[src/rtl/julian_date_conversion_core_defines.svh]
// assertion helpers shared by the conversion core
`ifndef JULIAN_DATE_CONVERSION_CORE_DEFINES_SVH
`define JULIAN_DATE_CONVERSION_CORE_DEFINES_SVH

// same-cycle implication, sampled on clk, off while in reset
`define JDC_ASSERT_NOW(lbl, pre, post, msg) \
  lbl: assert property (@(posedge clk) disable iff (!rst_n) (pre) |-> (post)) \
    else $error(msg);

// next-cycle implication, sampled on clk, off while in reset
`define JDC_ASSERT_NEXT(lbl, pre, post, msg) \
  lbl: assert property (@(posedge clk) disable iff (!rst_n) (pre) |=> (post)) \
    else $error(msg);

`endif

[src/rtl/jdc_pkg.sv]
`default_nettype none

package jdc_pkg;

  localparam int unsigned YEAR_W  = 14;
  localparam int unsigned MONTH_W = 4;
  localparam int unsigned DAY_W   = 5;
  localparam int unsigned HOUR_W  = 5;
  localparam int unsigned MIN_W   = 6;
  localparam int unsigned SEC_W   = 6;
  localparam int unsigned DN_W    = 23;
  localparam int unsigned DS_W    = 17;

  typedef enum logic {
    OP_TO_DAY = 1'b0,
    OP_TO_CAL = 1'b1
  } op_t;

  localparam logic [DN_W-1:0]   DAY_MIN     = 23'd1721424;
  localparam logic [DN_W-1:0]   DAY_MAX     = 23'd5373484;
  localparam logic [DN_W-1:0]   REFORM_DAY  = 23'd2299161;
  localparam logic [DS_W-1:0]   SEC_MAX     = 17'd86399;
  localparam logic [YEAR_W-1:0] YEAR_MAX    = 14'd9999;
  localparam logic [YEAR_W-1:0] REFORM_YEAR = 14'd1582;

  // reciprocal constants: floor(n/d) = (n * M) >> SH; 2^SH > n_max * d holds for all but Q100
  localparam int unsigned     Q100_SH   = 19;
  localparam logic [12:0]     Q100_M    = 13'((64'd1 << Q100_SH) / 64'd100 + 64'd1);
  localparam int unsigned     QALPHA_SH = 42;
  localparam logic [24:0]     QALPHA_M  = 25'((64'd1 << QALPHA_SH) / 64'd146097 + 64'd1);
  localparam int unsigned     QC_SH     = 40;
  localparam logic [27:0]     QC_M      = 28'((64'd1 << QC_SH) / 64'd7305 + 64'd1);
  localparam int unsigned     QHR_SH    = 29;
  localparam logic [17:0]     QHR_M     = 18'((64'd1 << QHR_SH) / 64'd3600 + 64'd1);
  localparam int unsigned     QMIN_SH   = 18;
  localparam logic [12:0]     QMIN_M    = 13'((64'd1 << QMIN_SH) / 64'd60 + 64'd1);

  // floor(30.6 * k), shared by both directions
  function automatic logic [8:0] month_days(input logic [3:0] k);
    logic [8:0] r;
    unique case (k)
      4'd0:  r = 9'd0;
      4'd1:  r = 9'd30;
      4'd2:  r = 9'd61;
      4'd3:  r = 9'd91;
      4'd4:  r = 9'd122;
      4'd5:  r = 9'd153;
      4'd6:  r = 9'd183;
      4'd7:  r = 9'd214;
      4'd8:  r = 9'd244;
      4'd9:  r = 9'd275;
      4'd10: r = 9'd306;
      4'd11: r = 9'd336;
      4'd12: r = 9'd367;
      4'd13: r = 9'd397;
      4'd14: r = 9'd428;
      4'd15: r = 9'd459;
    endcase
    return r;
  endfunction

endpackage

`default_nettype wire

[src/rtl/jdc_if.sv]
`default_nettype none

interface jdc_in_if;
  import jdc_pkg::*;

  logic                valid;
  logic                ready;
  op_t                 operation;
  logic [YEAR_W-1:0]   cal_year;
  logic [MONTH_W-1:0]  cal_month;
  logic [DAY_W-1:0]    cal_day;
  logic [HOUR_W-1:0]   cal_hour;
  logic [MIN_W-1:0]    cal_minute;
  logic [SEC_W-1:0]    cal_second;
  logic [DN_W-1:0]     day_number_in;
  logic [DS_W-1:0]     day_seconds_in;

  modport source (
    output valid, operation, cal_year, cal_month, cal_day, cal_hour, cal_minute,
           cal_second, day_number_in, day_seconds_in,
    input  ready
  );

  modport sink (
    input  valid, operation, cal_year, cal_month, cal_day, cal_hour, cal_minute,
           cal_second, day_number_in, day_seconds_in,
    output ready
  );
endinterface

interface jdc_out_if;
  import jdc_pkg::*;

  logic                valid;
  logic                ready;
  logic [DN_W-1:0]     day_number_out;
  logic [DS_W-1:0]     day_seconds_out;
  logic [YEAR_W-1:0]   out_year;
  logic [MONTH_W-1:0]  out_month;
  logic [DAY_W-1:0]    out_day;
  logic [HOUR_W-1:0]   out_hour;
  logic [MIN_W-1:0]    out_minute;
  logic [SEC_W-1:0]    out_second;
  logic                range_error;

  modport source (
    output valid, day_number_out, day_seconds_out, out_year, out_month, out_day,
           out_hour, out_minute, out_second, range_error,
    input  ready
  );

  modport sink (
    input  valid, day_number_out, day_seconds_out, out_year, out_month, out_day,
           out_hour, out_minute, out_second, range_error,
    output ready
  );
endinterface

`default_nettype wire

[src/rtl/julian_date_conversion_core.sv]
// the result passes through the registers s1_r, s2_r, s3_r, s4_r and out_r in that order
// throughput: one transaction per cycle while out_ch.ready lets the output drain, each stage holds its own valid bit
// a stalled output only holds back the stages behind it that are full
// reset (rst_n low, synchronous) clears all valid bits; data registers are not reset
`default_nettype none
`include "julian_date_conversion_core_defines.svh"

module julian_date_conversion_core (
  input wire        clk,
  input wire        rst_n,
  jdc_in_if.sink    in_ch,
  jdc_out_if.source out_ch
);
  import jdc_pkg::*;

  localparam int unsigned PY_W   = YEAR_W + $bits(Q100_M);
  localparam int unsigned NA_W   = 24;
  localparam int unsigned PA_W   = NA_W + $bits(QALPHA_M);
  localparam int unsigned NC_W   = 27;
  localparam int unsigned PC_W   = NC_W + $bits(QC_M);
  localparam int unsigned PH_W   = DS_W + $bits(QHR_M);
  localparam int unsigned REM_W  = 12;
  localparam int unsigned PM_W   = REM_W + $bits(QMIN_M);
  localparam int unsigned C_W    = 14;
  localparam int unsigned BD_W   = 10;
  localparam int unsigned ALP_W  = PA_W - QALPHA_SH;
  localparam int unsigned YB_W   = PY_W - Q100_SH;

  localparam logic [DN_W+1:0] ALPHA_OFS = 25'd7468865;
  localparam logic [23:0]     E_STEP    = 24'd306001;

  typedef struct packed {
    op_t                op;
    logic               err;
    logic [YEAR_W-1:0]  y;
    logic [MONTH_W-1:0] m;
    logic [DAY_W-1:0]   mday;
    logic               julian;
    logic [DS_W-1:0]    tod;
    logic [PY_W-1:0]    yq_prod;
    logic [DN_W-1:0]    z;
    logic               reform;
    logic [PA_W-1:0]    alpha_prod;
    logic [DS_W-1:0]    secs;
    logic [PH_W-1:0]    hr_prod;
  } s1_t;

  typedef struct packed {
    op_t                op;
    logic               err;
    logic [DN_W-1:0]    jd;
    logic [DS_W-1:0]    tod;
    logic [DN_W-1:0]    b;
    logic [NC_W-1:0]    nc;
    logic [HOUR_W-1:0]  hour;
    logic [REM_W-1:0]   rem;
  } s2_t;

  typedef struct packed {
    op_t                op;
    logic               err;
    logic [DN_W-1:0]    jd;
    logic [DS_W-1:0]    tod;
    logic [DN_W-1:0]    b;
    logic [PC_W-1:0]    c_prod;
    logic [HOUR_W-1:0]  hour;
    logic [REM_W-1:0]   rem;
    logic [PM_W-1:0]    min_prod;
  } s3_t;

  typedef struct packed {
    op_t                op;
    logic               err;
    logic [DN_W-1:0]    jd;
    logic [DS_W-1:0]    tod;
    logic [C_W-1:0]     c;
    logic [BD_W-1:0]    bd;
    logic [HOUR_W-1:0]  hour;
    logic [MIN_W-1:0]   minute;
    logic [SEC_W-1:0]   second;
  } s4_t;

  typedef struct packed {
    logic [DN_W-1:0]    day_number_out;
    logic [DS_W-1:0]    day_seconds_out;
    logic [YEAR_W-1:0]  out_year;
    logic [MONTH_W-1:0] out_month;
    logic [DAY_W-1:0]   out_day;
    logic [HOUR_W-1:0]  out_hour;
    logic [MIN_W-1:0]   out_minute;
    logic [SEC_W-1:0]   out_second;
    logic               range_error;
  } out_t;

  s1_t  s1_r, s1_nxt;
  s2_t  s2_r, s2_nxt;
  s3_t  s3_r, s3_nxt;
  s4_t  s4_r, s4_nxt;
  out_t out_r, out_nxt;

  logic s1_valid_r, s2_valid_r, s3_valid_r, s4_valid_r, out_valid_r;
  logic s1_go, s2_go, s3_go, s4_go, out_go;

  // a stage loads when it is empty or its content moves on
  assign out_go = !out_valid_r || out_ch.ready;
  assign s4_go  = !s4_valid_r || out_go;
  assign s3_go  = !s3_valid_r || s4_go;
  assign s2_go  = !s2_valid_r || s3_go;
  assign s1_go  = !s1_valid_r || s2_go;

  assign in_ch.ready = s1_go;

  // stage 1: range checks, date adjust, first reciprocal products
  logic                early_mon;
  logic [NA_W-1:0]     nal;

  always_comb begin
    early_mon = in_ch.cal_month <= 4'd2;
    nal       = NA_W'({in_ch.day_number_in, 2'b00} - ALPHA_OFS);

    s1_nxt.op = in_ch.operation;
    if (in_ch.operation == OP_TO_DAY) begin
      s1_nxt.err = (in_ch.cal_year == '0) || (in_ch.cal_year > YEAR_MAX) ||
                   (in_ch.cal_month == '0) || (in_ch.cal_month > 4'd12) ||
                   (in_ch.cal_day == '0) || (in_ch.cal_hour > 5'd23) ||
                   (in_ch.cal_minute > 6'd59) || (in_ch.cal_second > 6'd59);
    end else begin
      s1_nxt.err = (in_ch.day_number_in < DAY_MIN) || (in_ch.day_number_in > DAY_MAX) ||
                   (in_ch.day_seconds_in > SEC_MAX);
    end

    s1_nxt.y      = early_mon ? in_ch.cal_year - 14'd1 : in_ch.cal_year;
    s1_nxt.m      = early_mon ? in_ch.cal_month + 4'd12 : in_ch.cal_month;
    s1_nxt.mday   = in_ch.cal_day;
    s1_nxt.julian = (in_ch.cal_year < REFORM_YEAR) ||
                    ((in_ch.cal_year == REFORM_YEAR) &&
                     ((in_ch.cal_month < 4'd10) ||
                      ((in_ch.cal_month == 4'd10) && (in_ch.cal_day < 5'd15))));
    s1_nxt.tod    = DS_W'(in_ch.cal_second) +
                    DS_W'(DS_W'(in_ch.cal_minute) * DS_W'(60)) +
                    DS_W'(DS_W'(in_ch.cal_hour) * DS_W'(3600));
    s1_nxt.yq_prod = PY_W'(s1_nxt.y) * PY_W'(Q100_M);

    s1_nxt.z          = in_ch.day_number_in;
    s1_nxt.reform     = in_ch.day_number_in >= REFORM_DAY;
    s1_nxt.alpha_prod = PA_W'(nal) * PA_W'(QALPHA_M);
    s1_nxt.secs       = in_ch.day_seconds_in;
    s1_nxt.hr_prod    = PH_W'(in_ch.day_seconds_in) * PH_W'(QHR_M);
  end

  // stage 2: day number finished; century correction and hour for the other way
  logic [YB_W-1:0]  yb;
  logic [24:0]      t1461;
  logic [DN_W-1:0]  jd0;
  logic [ALP_W-1:0] alpha;
  logic [DN_W-1:0]  a;

  always_comb begin
    yb    = s1_r.yq_prod[PY_W-1:Q100_SH];
    t1461 = 25'(15'(s1_r.y) + 15'd4716) * 25'd1461;
    jd0   = DN_W'(t1461 >> 2) + DN_W'(month_days(s1_r.m + 4'd1)) + DN_W'(s1_r.mday);
    alpha = s1_r.alpha_prod[PA_W-1:QALPHA_SH];
    a     = s1_r.reform ? s1_r.z + DN_W'(1) + DN_W'(alpha) - DN_W'(alpha >> 2) : s1_r.z;

    s2_nxt.op  = s1_r.op;
    s2_nxt.err = s1_r.err;
    if (s1_r.julian) begin
      s2_nxt.jd = jd0 - DN_W'(1524);
    end else begin
      s2_nxt.jd = jd0 + DN_W'(2) + DN_W'(yb >> 2) - DN_W'(yb) - DN_W'(1524);
    end
    s2_nxt.tod  = s1_r.tod;
    s2_nxt.b    = a + DN_W'(1524);
    s2_nxt.nc   = NC_W'(NC_W'(s2_nxt.b) * NC_W'(20) - NC_W'(2442));
    s2_nxt.hour = HOUR_W'(s1_r.hr_prod[PH_W-1:QHR_SH]);
    s2_nxt.rem  = REM_W'(s1_r.secs - DS_W'(s2_nxt.hour) * DS_W'(3600));
  end

  // stage 3: year count and minute products
  always_comb begin
    s3_nxt.op       = s2_r.op;
    s3_nxt.err      = s2_r.err;
    s3_nxt.jd       = s2_r.jd;
    s3_nxt.tod      = s2_r.tod;
    s3_nxt.b        = s2_r.b;
    s3_nxt.c_prod   = PC_W'(s2_r.nc) * PC_W'(QC_M);
    s3_nxt.hour     = s2_r.hour;
    s3_nxt.rem      = s2_r.rem;
    s3_nxt.min_prod = PM_W'(s2_r.rem) * PM_W'(QMIN_M);
  end

  // stage 4: days into the shifted year, minute and second
  logic [DN_W-1:0] dyear;

  always_comb begin
    s4_nxt.op     = s3_r.op;
    s4_nxt.err    = s3_r.err;
    s4_nxt.jd     = s3_r.jd;
    s4_nxt.tod    = s3_r.tod;
    s4_nxt.c      = C_W'(s3_r.c_prod[PC_W-1:QC_SH]);
    dyear         = DN_W'((25'(s4_nxt.c) * 25'd1461) >> 2);
    s4_nxt.bd     = BD_W'(s3_r.b - dyear);
    s4_nxt.hour   = s3_r.hour;
    s4_nxt.minute = MIN_W'(s3_r.min_prod[PM_W-1:QMIN_SH]);
    s4_nxt.second = SEC_W'(s3_r.rem - REM_W'(s4_nxt.minute) * REM_W'(60));
  end

  // stage 5: month index by threshold compare, then day, month, year and zeroing
  logic [23:0]        bdx;
  logic [3:0]         e;
  logic [MONTH_W-1:0] mon;
  logic [BD_W-1:0]    day_full;

  always_comb begin
    bdx = 24'(s4_r.bd) * 24'd10000;
    e   = '0;
    // thresholds rise with k, so the last one passed wins
    for (int k = 1; k < 16; k++) begin
      if (bdx >= 24'(E_STEP * 24'(k))) begin
        e = 4'(k);
      end
    end
    mon      = (e < 4'd14) ? e - 4'd1 : e - 4'd13;
    day_full = s4_r.bd - BD_W'(month_days(e));

    out_nxt = '0;
    out_nxt.range_error = s4_r.err;
    if (!s4_r.err) begin
      if (s4_r.op == OP_TO_DAY) begin
        out_nxt.day_number_out  = s4_r.jd;
        out_nxt.day_seconds_out = s4_r.tod;
      end else begin
        out_nxt.out_year   = (mon > 4'd2) ? YEAR_W'(s4_r.c - C_W'(4716))
                                          : YEAR_W'(s4_r.c - C_W'(4715));
        out_nxt.out_month  = mon;
        out_nxt.out_day    = DAY_W'(day_full);
        out_nxt.out_hour   = s4_r.hour;
        out_nxt.out_minute = s4_r.minute;
        out_nxt.out_second = s4_r.second;
      end
    end
  end

  always_ff @(posedge clk) begin
    if (!rst_n) begin
      s1_valid_r  <= 1'b0;
      s2_valid_r  <= 1'b0;
      s3_valid_r  <= 1'b0;
      s4_valid_r  <= 1'b0;
      out_valid_r <= 1'b0;
    end else begin
      if (s1_go)  s1_valid_r  <= in_ch.valid;
      if (s2_go)  s2_valid_r  <= s1_valid_r;
      if (s3_go)  s3_valid_r  <= s2_valid_r;
      if (s4_go)  s4_valid_r  <= s3_valid_r;
      if (out_go) out_valid_r <= s4_valid_r;
    end
  end

  always_ff @(posedge clk) begin
    if (s1_go)  s1_r  <= s1_nxt;
    if (s2_go)  s2_r  <= s2_nxt;
    if (s3_go)  s3_r  <= s3_nxt;
    if (s4_go)  s4_r  <= s4_nxt;
    if (out_go) out_r <= out_nxt;
  end

  assign out_ch.valid           = out_valid_r;
  assign out_ch.day_number_out  = out_r.day_number_out;
  assign out_ch.day_seconds_out = out_r.day_seconds_out;
  assign out_ch.out_year        = out_r.out_year;
  assign out_ch.out_month       = out_r.out_month;
  assign out_ch.out_day         = out_r.out_day;
  assign out_ch.out_hour        = out_r.out_hour;
  assign out_ch.out_minute      = out_r.out_minute;
  assign out_ch.out_second      = out_r.out_second;
  assign out_ch.range_error     = out_r.range_error;

  `JDC_ASSERT_NOW(a_err_zeroes, out_valid_r && out_r.range_error,
                  out_r.day_number_out == '0 && out_r.day_seconds_out == '0 &&
                  out_r.out_year == '0 && out_r.out_month == '0 && out_r.out_day == '0,
                  "range error result carries data")
  `JDC_ASSERT_NOW(a_one_direction, out_valid_r && out_r.day_number_out != '0,
                  out_r.out_month == '0 && out_r.out_day == '0 && out_r.out_year == '0,
                  "both directions filled in one result")
  `JDC_ASSERT_NOW(a_cal_sane, out_valid_r && out_r.out_month != '0,
                  out_r.out_month <= 4'd12 && out_r.out_day != '0 &&
                  out_r.out_year <= YEAR_MAX,
                  "calendar result out of range")
  `JDC_ASSERT_NEXT(a_s4_hold, s4_valid_r && !out_go, s4_valid_r && $stable(s4_r),
                   "stage four changed while blocked")

endmodule

`default_nettype wire

[src/flat_wrapper.sv]
// flat-port wrapper written by rule: the top's interface ports become plain ports
module julian_date_conversion_core_flat import jdc_pkg::*;
  (clk, rst_n, in_ch_valid, in_ch_operation, in_ch_cal_year, in_ch_cal_month, in_ch_cal_day, in_ch_cal_hour, in_ch_cal_minute, in_ch_cal_second, in_ch_day_number_in, in_ch_day_seconds_in, in_ch_ready, out_ch_valid, out_ch_day_number_out, out_ch_day_seconds_out, out_ch_out_year, out_ch_out_month, out_ch_out_day, out_ch_out_hour, out_ch_out_minute, out_ch_out_second, out_ch_range_error, out_ch_ready);
  jdc_in_if in_ch_i ();
  jdc_out_if out_ch_i ();
  input wire clk;
  input wire rst_n;
  input wire logic [$bits(in_ch_i.valid)-1:0] in_ch_valid;
  input wire logic [$bits(in_ch_i.operation)-1:0] in_ch_operation;
  input wire logic [$bits(in_ch_i.cal_year)-1:0] in_ch_cal_year;
  input wire logic [$bits(in_ch_i.cal_month)-1:0] in_ch_cal_month;
  input wire logic [$bits(in_ch_i.cal_day)-1:0] in_ch_cal_day;
  input wire logic [$bits(in_ch_i.cal_hour)-1:0] in_ch_cal_hour;
  input wire logic [$bits(in_ch_i.cal_minute)-1:0] in_ch_cal_minute;
  input wire logic [$bits(in_ch_i.cal_second)-1:0] in_ch_cal_second;
  input wire logic [$bits(in_ch_i.day_number_in)-1:0] in_ch_day_number_in;
  input wire logic [$bits(in_ch_i.day_seconds_in)-1:0] in_ch_day_seconds_in;
  output wire logic [$bits(in_ch_i.ready)-1:0] in_ch_ready;
  output wire logic [$bits(out_ch_i.valid)-1:0] out_ch_valid;
  output wire logic [$bits(out_ch_i.day_number_out)-1:0] out_ch_day_number_out;
  output wire logic [$bits(out_ch_i.day_seconds_out)-1:0] out_ch_day_seconds_out;
  output wire logic [$bits(out_ch_i.out_year)-1:0] out_ch_out_year;
  output wire logic [$bits(out_ch_i.out_month)-1:0] out_ch_out_month;
  output wire logic [$bits(out_ch_i.out_day)-1:0] out_ch_out_day;
  output wire logic [$bits(out_ch_i.out_hour)-1:0] out_ch_out_hour;
  output wire logic [$bits(out_ch_i.out_minute)-1:0] out_ch_out_minute;
  output wire logic [$bits(out_ch_i.out_second)-1:0] out_ch_out_second;
  output wire logic [$bits(out_ch_i.range_error)-1:0] out_ch_range_error;
  input wire logic [$bits(out_ch_i.ready)-1:0] out_ch_ready;
  assign in_ch_i.valid = in_ch_valid;
  assign in_ch_i.operation = in_ch_operation;
  assign in_ch_i.cal_year = in_ch_cal_year;
  assign in_ch_i.cal_month = in_ch_cal_month;
  assign in_ch_i.cal_day = in_ch_cal_day;
  assign in_ch_i.cal_hour = in_ch_cal_hour;
  assign in_ch_i.cal_minute = in_ch_cal_minute;
  assign in_ch_i.cal_second = in_ch_cal_second;
  assign in_ch_i.day_number_in = in_ch_day_number_in;
  assign in_ch_i.day_seconds_in = in_ch_day_seconds_in;
  assign in_ch_ready = in_ch_i.ready;
  assign out_ch_valid = out_ch_i.valid;
  assign out_ch_day_number_out = out_ch_i.day_number_out;
  assign out_ch_day_seconds_out = out_ch_i.day_seconds_out;
  assign out_ch_out_year = out_ch_i.out_year;
  assign out_ch_out_month = out_ch_i.out_month;
  assign out_ch_out_day = out_ch_i.out_day;
  assign out_ch_out_hour = out_ch_i.out_hour;
  assign out_ch_out_minute = out_ch_i.out_minute;
  assign out_ch_out_second = out_ch_i.out_second;
  assign out_ch_range_error = out_ch_i.range_error;
  assign out_ch_i.ready = out_ch_ready;
  julian_date_conversion_core u_core (.clk(clk), .rst_n(rst_n), .in_ch(in_ch_i), .out_ch(out_ch_i));
endmodule
[config.mk]
export PLATFORM = sky130hd
export DESIGN_NAME = julian_date_conversion_core_flat
export DESIGN_NICKNAME = d
export VERILOG_FILES = /design/src/rtl/jdc_pkg.sv /design/src/rtl/jdc_if.sv /design/src/rtl/julian_date_conversion_core.sv /design/src/flat_wrapper.sv
export VERILOG_INCLUDE_DIRS = /design/src /design/src/rtl
export SDC_FILE = /design/constraint.sdc
export NUM_CORES = 2
export LEC_CHECK = 0
export ABC_AREA = 1
export BUFFER_PORTS_ARGS = -buffer_cell sky130_fd_sc_hd__buf_4
export CORE_MARGIN = 8
export CORE_UTILIZATION = 30
export CTS_CLUSTER_DIAMETER = 100
export DETAILED_ROUTE_END_ITERATION = 8
export MAX_ROUTING_LAYER = met4
export PLACE_DENSITY_LB_ADDON = 0.25
export SYNTH_ARGS = -nofsm -noshare
export SYNTH_HDL_FRONTEND = slang
export SYNTH_SLANG_ARGS = --single-unit
[constraint.sdc]
create_clock -name clk -period 9.9 [get_ports clk]
set_clock_uncertainty 0.05 [all_clocks]
set_input_delay 0.495 -clock clk [delete_from_list [all_inputs] [get_ports clk]]
set_output_delay 0.495 -clock clk [all_outputs]
set_load 0.005 [all_outputs]
# Word level (Yosys, flattened, before mapping)
# Memory sizes are Yosys's and may differ from the RTL's.
# Cells that the tools add are included.
# word_totals
latch_bits,0
ram_bits,0
elab_cells,178
regBits,593
mem_count,2
rom_bits,288
output_inout_bits,83
in_bits,85
# classes
bitwise_logic,1
n_mul,13
shifts,0
div,0
n_reduce_logical,28
n_addsub,27
order_cmp,30
n_eq_ne,2
n_mux,22
# memory_table
memory,depth,width,rd,rd_ports_with_merged_regs,write_ports,line_no,source
(no name shown),16,9,1,0,0,jdc_pkg.sv:41,unique case (k)
(no name shown),16,9,1,0,0,jdc_pkg.sv:41,
# op_table
op,n
greater-or-equal comparator 24 x 22 -> 1 bit (second input constant),7
greater-or-equal comparator 24 x 21 -> 1 bit (second input constant),3
multiplier 27 x 28 -> 54 bit (second input constant),1
greater-or-equal comparator 24 x 20 -> 1 bit (second input constant),2
greater-or-equal comparator 24 x 23 -> 1 bit (second input constant),2
multiplier 24 x 24 -> 48 bit (second input constant),1
2-to-1 mux 23 bit,2
subtractor 23 x 11 -> 23 bit (second input constant),2
2-to-1 mux 4 bit,10
multiplier 17 x 18 -> 34 bit (second input constant),1
2-to-1 mux 14 bit,2
subtractor 14 x 13 -> 14 bit (second input constant),2
multiplier 14 x 13 -> 27 bit (second input constant),1
subtractor 27 x 12 -> 27 bit (second input constant),1
multiplier 23 x 3 -> 25 bit (second input constant),1
multiplier 25 x 11 -> 25 bit (second input constant),1
greater-or-equal comparator 24 x 19 -> 1 bit (second input constant),1
subtractor 24 x 23 -> 24 bit (second input constant),1
adder 23 x 1 -> 23 bit (second input constant),1
adder 23 x 11 -> 23 bit (second input constant),1
adder 23 x 2 -> 23 bit (second input constant),1
adder 23 x 5 -> 23 bit,1
adder 23 x 6 -> 23 bit,1
adder 23 x 7 -> 23 bit,1
48 further kinds,76

# Longest topological paths before layout
# depth
word_depth,21
mapped_depth,51
depth_no_buf,51

# Least setup slack after synthesis
# OpenSTA, ideal clock, no wires.
# synth_path
path_kind,input port to output port
from,in out_ch_ready
to,out in_ch_ready
t_required_ns,9.355
t_arrival_ns,8.145
path_slack_ns,1.210
path_stages,8
path_buffers,0
path_cell_list,nor2_1 -> inv_1 -> nor2_1 -> inv_1 -> nor2_1 -> inv_1 -> nor2_1 -> nand2_1
# synth_via
elab_chain_len,5
# synth_lines
item,line_no,source
from (decl),flat_wrapper.sv:29,input wire logic [$bits(out_ch_i.ready)-1:0] out_ch_ready;
logical OR 1 bit,julian_date_conversion_core.sv:105,assign out_go = !out_valid_r || out_ch.ready;
net u_core.out_go,julian_date_conversion_core.sv:102,"logic s1_go, s2_go, s3_go, s4_go, out_go;"
logical OR 1 bit,julian_date_conversion_core.sv:106,assign s4_go = !s4_valid_r || out_go;
net u_core.s4_go,julian_date_conversion_core.sv:102,
logical OR 1 bit,julian_date_conversion_core.sv:107,assign s3_go = !s3_valid_r || s4_go;
net u_core.s3_go,julian_date_conversion_core.sv:102,
logical OR 1 bit,julian_date_conversion_core.sv:108,assign s2_go = !s2_valid_r || s3_go;
logical OR 1 bit,julian_date_conversion_core.sv:109,assign s1_go = !s1_valid_r || s2_go;
to (decl),flat_wrapper.sv:18,output wire logic [$bits(in_ch_i.ready)-1:0] in_ch_ready;
# The timed path passes the listed nets, and every way through them passes these cells.

==> results.cfg <==
[finish]
mostFrequentLayoutCells = 1599 x inv_1, 1192 x ha_1, 741 x fa_1
layout_commonest_cell = inv_1
finalNonFillerCells = 9360
drive_gt1_share_pct = 5.82
final_nets = 8642
post-route-util_pct = 33.5
area_delta_synth_final_pct = 10.8
num-fill-cells = 20900

[logic_synthesis]
yosysTopAreaCell = ha_1
synth_nets = 8402
syn_area_sq_mm = 0.0619
synthDistinctLibCells = 72
ys_seq_area_share_pct = 21.5
synth_compound_gate_area_share_pct = 6.40
syn_inst = 6384
synth_top_family_by_area = adder cells
synthSimpleGateAreaFrac_pct = 9.74
synth_warnings = 0
synth-xor-area-share_pct = 4.31
synth_area_leaders = ha_1 24%, fa_1 24%, edfxtp_1 21%
synth_adder_area_share_pct = 48.0
syn_avg_cell_area_sq_um = 9.70
synth-main-ff-cell = edfxtp_1
synth_edf_count = 440
ys_ff_latch = 445
synthMuxAreaShare_pct = 0
yosysTopAreaCellShare_pct = 24.1
async_flop_share_pct = 0

[global_routing]
grt_usage_pct = 14.4
grt_pass1_vias = 45200
grt_pass1_wl_microns = 249000
met2_usage_pct = 25.6
grt_max_degree = 55
grt_util_met3_pct = 1.38
antenna_found_initial = 2
grt-ovfl-total = 0
use_met1_pct = 17.5
busiest_layer = met2

[drt]
drc = 0
via_per_inst = 4.49
vias = 42000
wl_per_cell_microns = 16.4
dr.pass1.iters = 5
wirelength_microns = 154000
first_iter_violations = 1653
antenna_left = 0

[worst_setup_path]
worst-setup-path-type = in -> reg
r2r_start = u_core.s1_r[181]
reg2reg_to = u_core.s2_r[105]
r2r_slack_ps = 1460
ff2ff_path_depth = 41
critical_path.max_fanout = 7
arrival_ps = 8920
worstPathRequired_ps = 10250
worst_setup_path_start_kind = input pin
cpPeakStageDelay_ps = 600
worstSetupEndpointType = flip-flop
path_common_cell = nand2_1
crit_path_top_delay_cell = nor4_1

[timing]
rsz0062_at_grt = false
setup_tns_ps = 0
tightest_slew_ps = 1120
post-route-period-util_pct = 86.6
layout_min_cycle_time_ps = 8570
clock.fmax_mhz = 117
worst_hold_slack_ps = 67.8
slew_headroom_pct = 24.6
drv_slew = 0
hold_viol_final = 0
setup_viol = 0

[place]
place_inst = 9236
place_congestion = 0.918
io_buffers = 167
place_hpwl_microns = 135000

[clock_network]
h-tree-depth = 2
insertion_delay_ps = 660
root_buffer = clkbuf_16
cts_setup_buffers = 0
cts_tree = yes
cts_buffer_depth = 3
numCtsBuffers = 54
cts_sinks = 445
clkTransAtPathRegs_ps = 60

[die]
initial_core_util_pct = 30.2
core_area_sq_mm = 0.205
num_io_pins = 168
die_w_microns = 470
rows = 166
die_y_microns = 470
die_area_sq_mm = 0.221

[min_path]
min_to = u_core.s1_r[107]
holdPathStages = 1
worst_hold_path_type = in -> reg
min_from = in_ch_day_number_in[5]

[run_status]
status = finished clean

[run]
max_cap_violations = 0
## cell type report
class	count	area, sq um	area share (%)
repair buffers	205	1590	2.32
well taps	2688	3360	4.90
clock inverters	31	387	0.563
diodes	2	5.00	0.00729
inverters	1618	6090	8.87
multi-input cells	4300	42400	61.8
flip-flops and latches	445	13300	19.4
clock buffers	71	1460	2.12
## worst max path at each step
stage	cells past startpoint	endpoint	slack, ps	start
3_5_place_dp	37	u_core.alpha[6]	990	in_ch_day_number_in[0]
3_3_place_gp	33	u_core.alpha[4]	1060	in_ch_day_number_in[0]
4_1_cts	38	u_core.alpha[6]	1370	in_ch_day_number_in[1]
5_1_grt	38	u_core.alpha[6]	590	in_ch_day_number_in[1]
2_1_floorplan	8	in_ch_ready	1210	out_ch_ready
6_report	38	u_core.alpha[6]	1330	in_ch_day_number_in[1]
## through the flow
stage,setup WS [ps],area (sq um)
CTS,1370,68600
global route,589,68600
detailed placement,988,66600
finish,1330,68600
global placement,1060,66600
floorplan,1210,61900
## critical path, delay by kind of cell
family,cells,cell delay (ps)
AO/OA/AOI/OAI,5,720
XOR/XNOR,2,470
adder cells (fa/ha/maj),9,3830
buffers and inverters,8,1310
AND/OR/NAND/NOR,14,2070
## flip-flops by register name, indices dropped and copies added (netlist names), 5 cells and up
name / flops
u_core.out_ch.out_year: 14
u_core.s4_r: 82
u_core.out_ch.day_seconds_out: 17
u_core.out_ch.day_number_out: 23
u_core.out_ch.out_second: 6
u_core.alpha: 7
u_core.s1_r: 92
u_core.s3_r: 83
u_core.out_ch.out_day: 5
u_core.s2_r: 94
u_core.out_ch.out_hour: 5
u_core.out_ch.out_minute: 6
## synth_stat cells, drive strengths merged (2+ instances only)
| cell type | number |
|---|---|
| nand3 | 150 |
| buf | 8 |
| o21ai | 189 |
| o311ai | 5 |
| a211oi | 13 |
| nand4 | 69 |
| clkinv | 2 |
| o31ai | 15 |
| ha | 1192 |
| or2 | 21 |
| o21bai | 18 |
| o2111a | 2 |
| a21o | 20 |
| clkbuf | 13 |
| inv | 1616 |
| nor4 | 15 |
| nor2 | 362 |
| dfxtp | 5 |
| a31oi | 27 |
| a21oi | 318 |
| o2111ai | 5 |
| nand2 | 682 |
| a21boi | 11 |
| and2 | 8 |
| edfxtp | 440 |
| o211ai | 23 |
| nand3b | 10 |
| a221oi | 3 |
| a22oi | 2 |
| xnor2 | 98 |
| o21a | 8 |
| o22ai | 3 |
| nor3 | 57 |
| a311oi | 3 |
| xor2 | 206 |
| a2111oi | 3 |
| o32ai | 5 |
| a41oi | 2 |
| fa | 741 |
| o221ai | 6 |
| and3 | 3 |
## kinds of logic (layout without fill, tap and decap cells)
logic type | after synthesis | after routing
and+or+nand+nor | 1378 | 1378
AOI/OAI and AO/OA | 685 | 685
DFF | 445 | 445
adders and majority gates | 1933 | 1933
buffers and inverters | 1639 | 1925
other | 0 | 2
xor gates and xnor gates | 304 | 304
## what timing repair did
item | in CTS | in global routing
resized for setup | 0 | 0
endpoints found under the hold margin | 20 | 0
hold buffers | 20 | 0
## layer usage
metal | routed length (microns) | vias up
li1 | - | 21000
met1 | 68000 | 20400
met2 | 77500 | 494
met3 | 3950 | 175
met4 | 4360 | 0
met5 | 0 | -
Power is not shown: default switching activity piles up to over one toggle a cycle in this logic, so the estimate is an artifact.
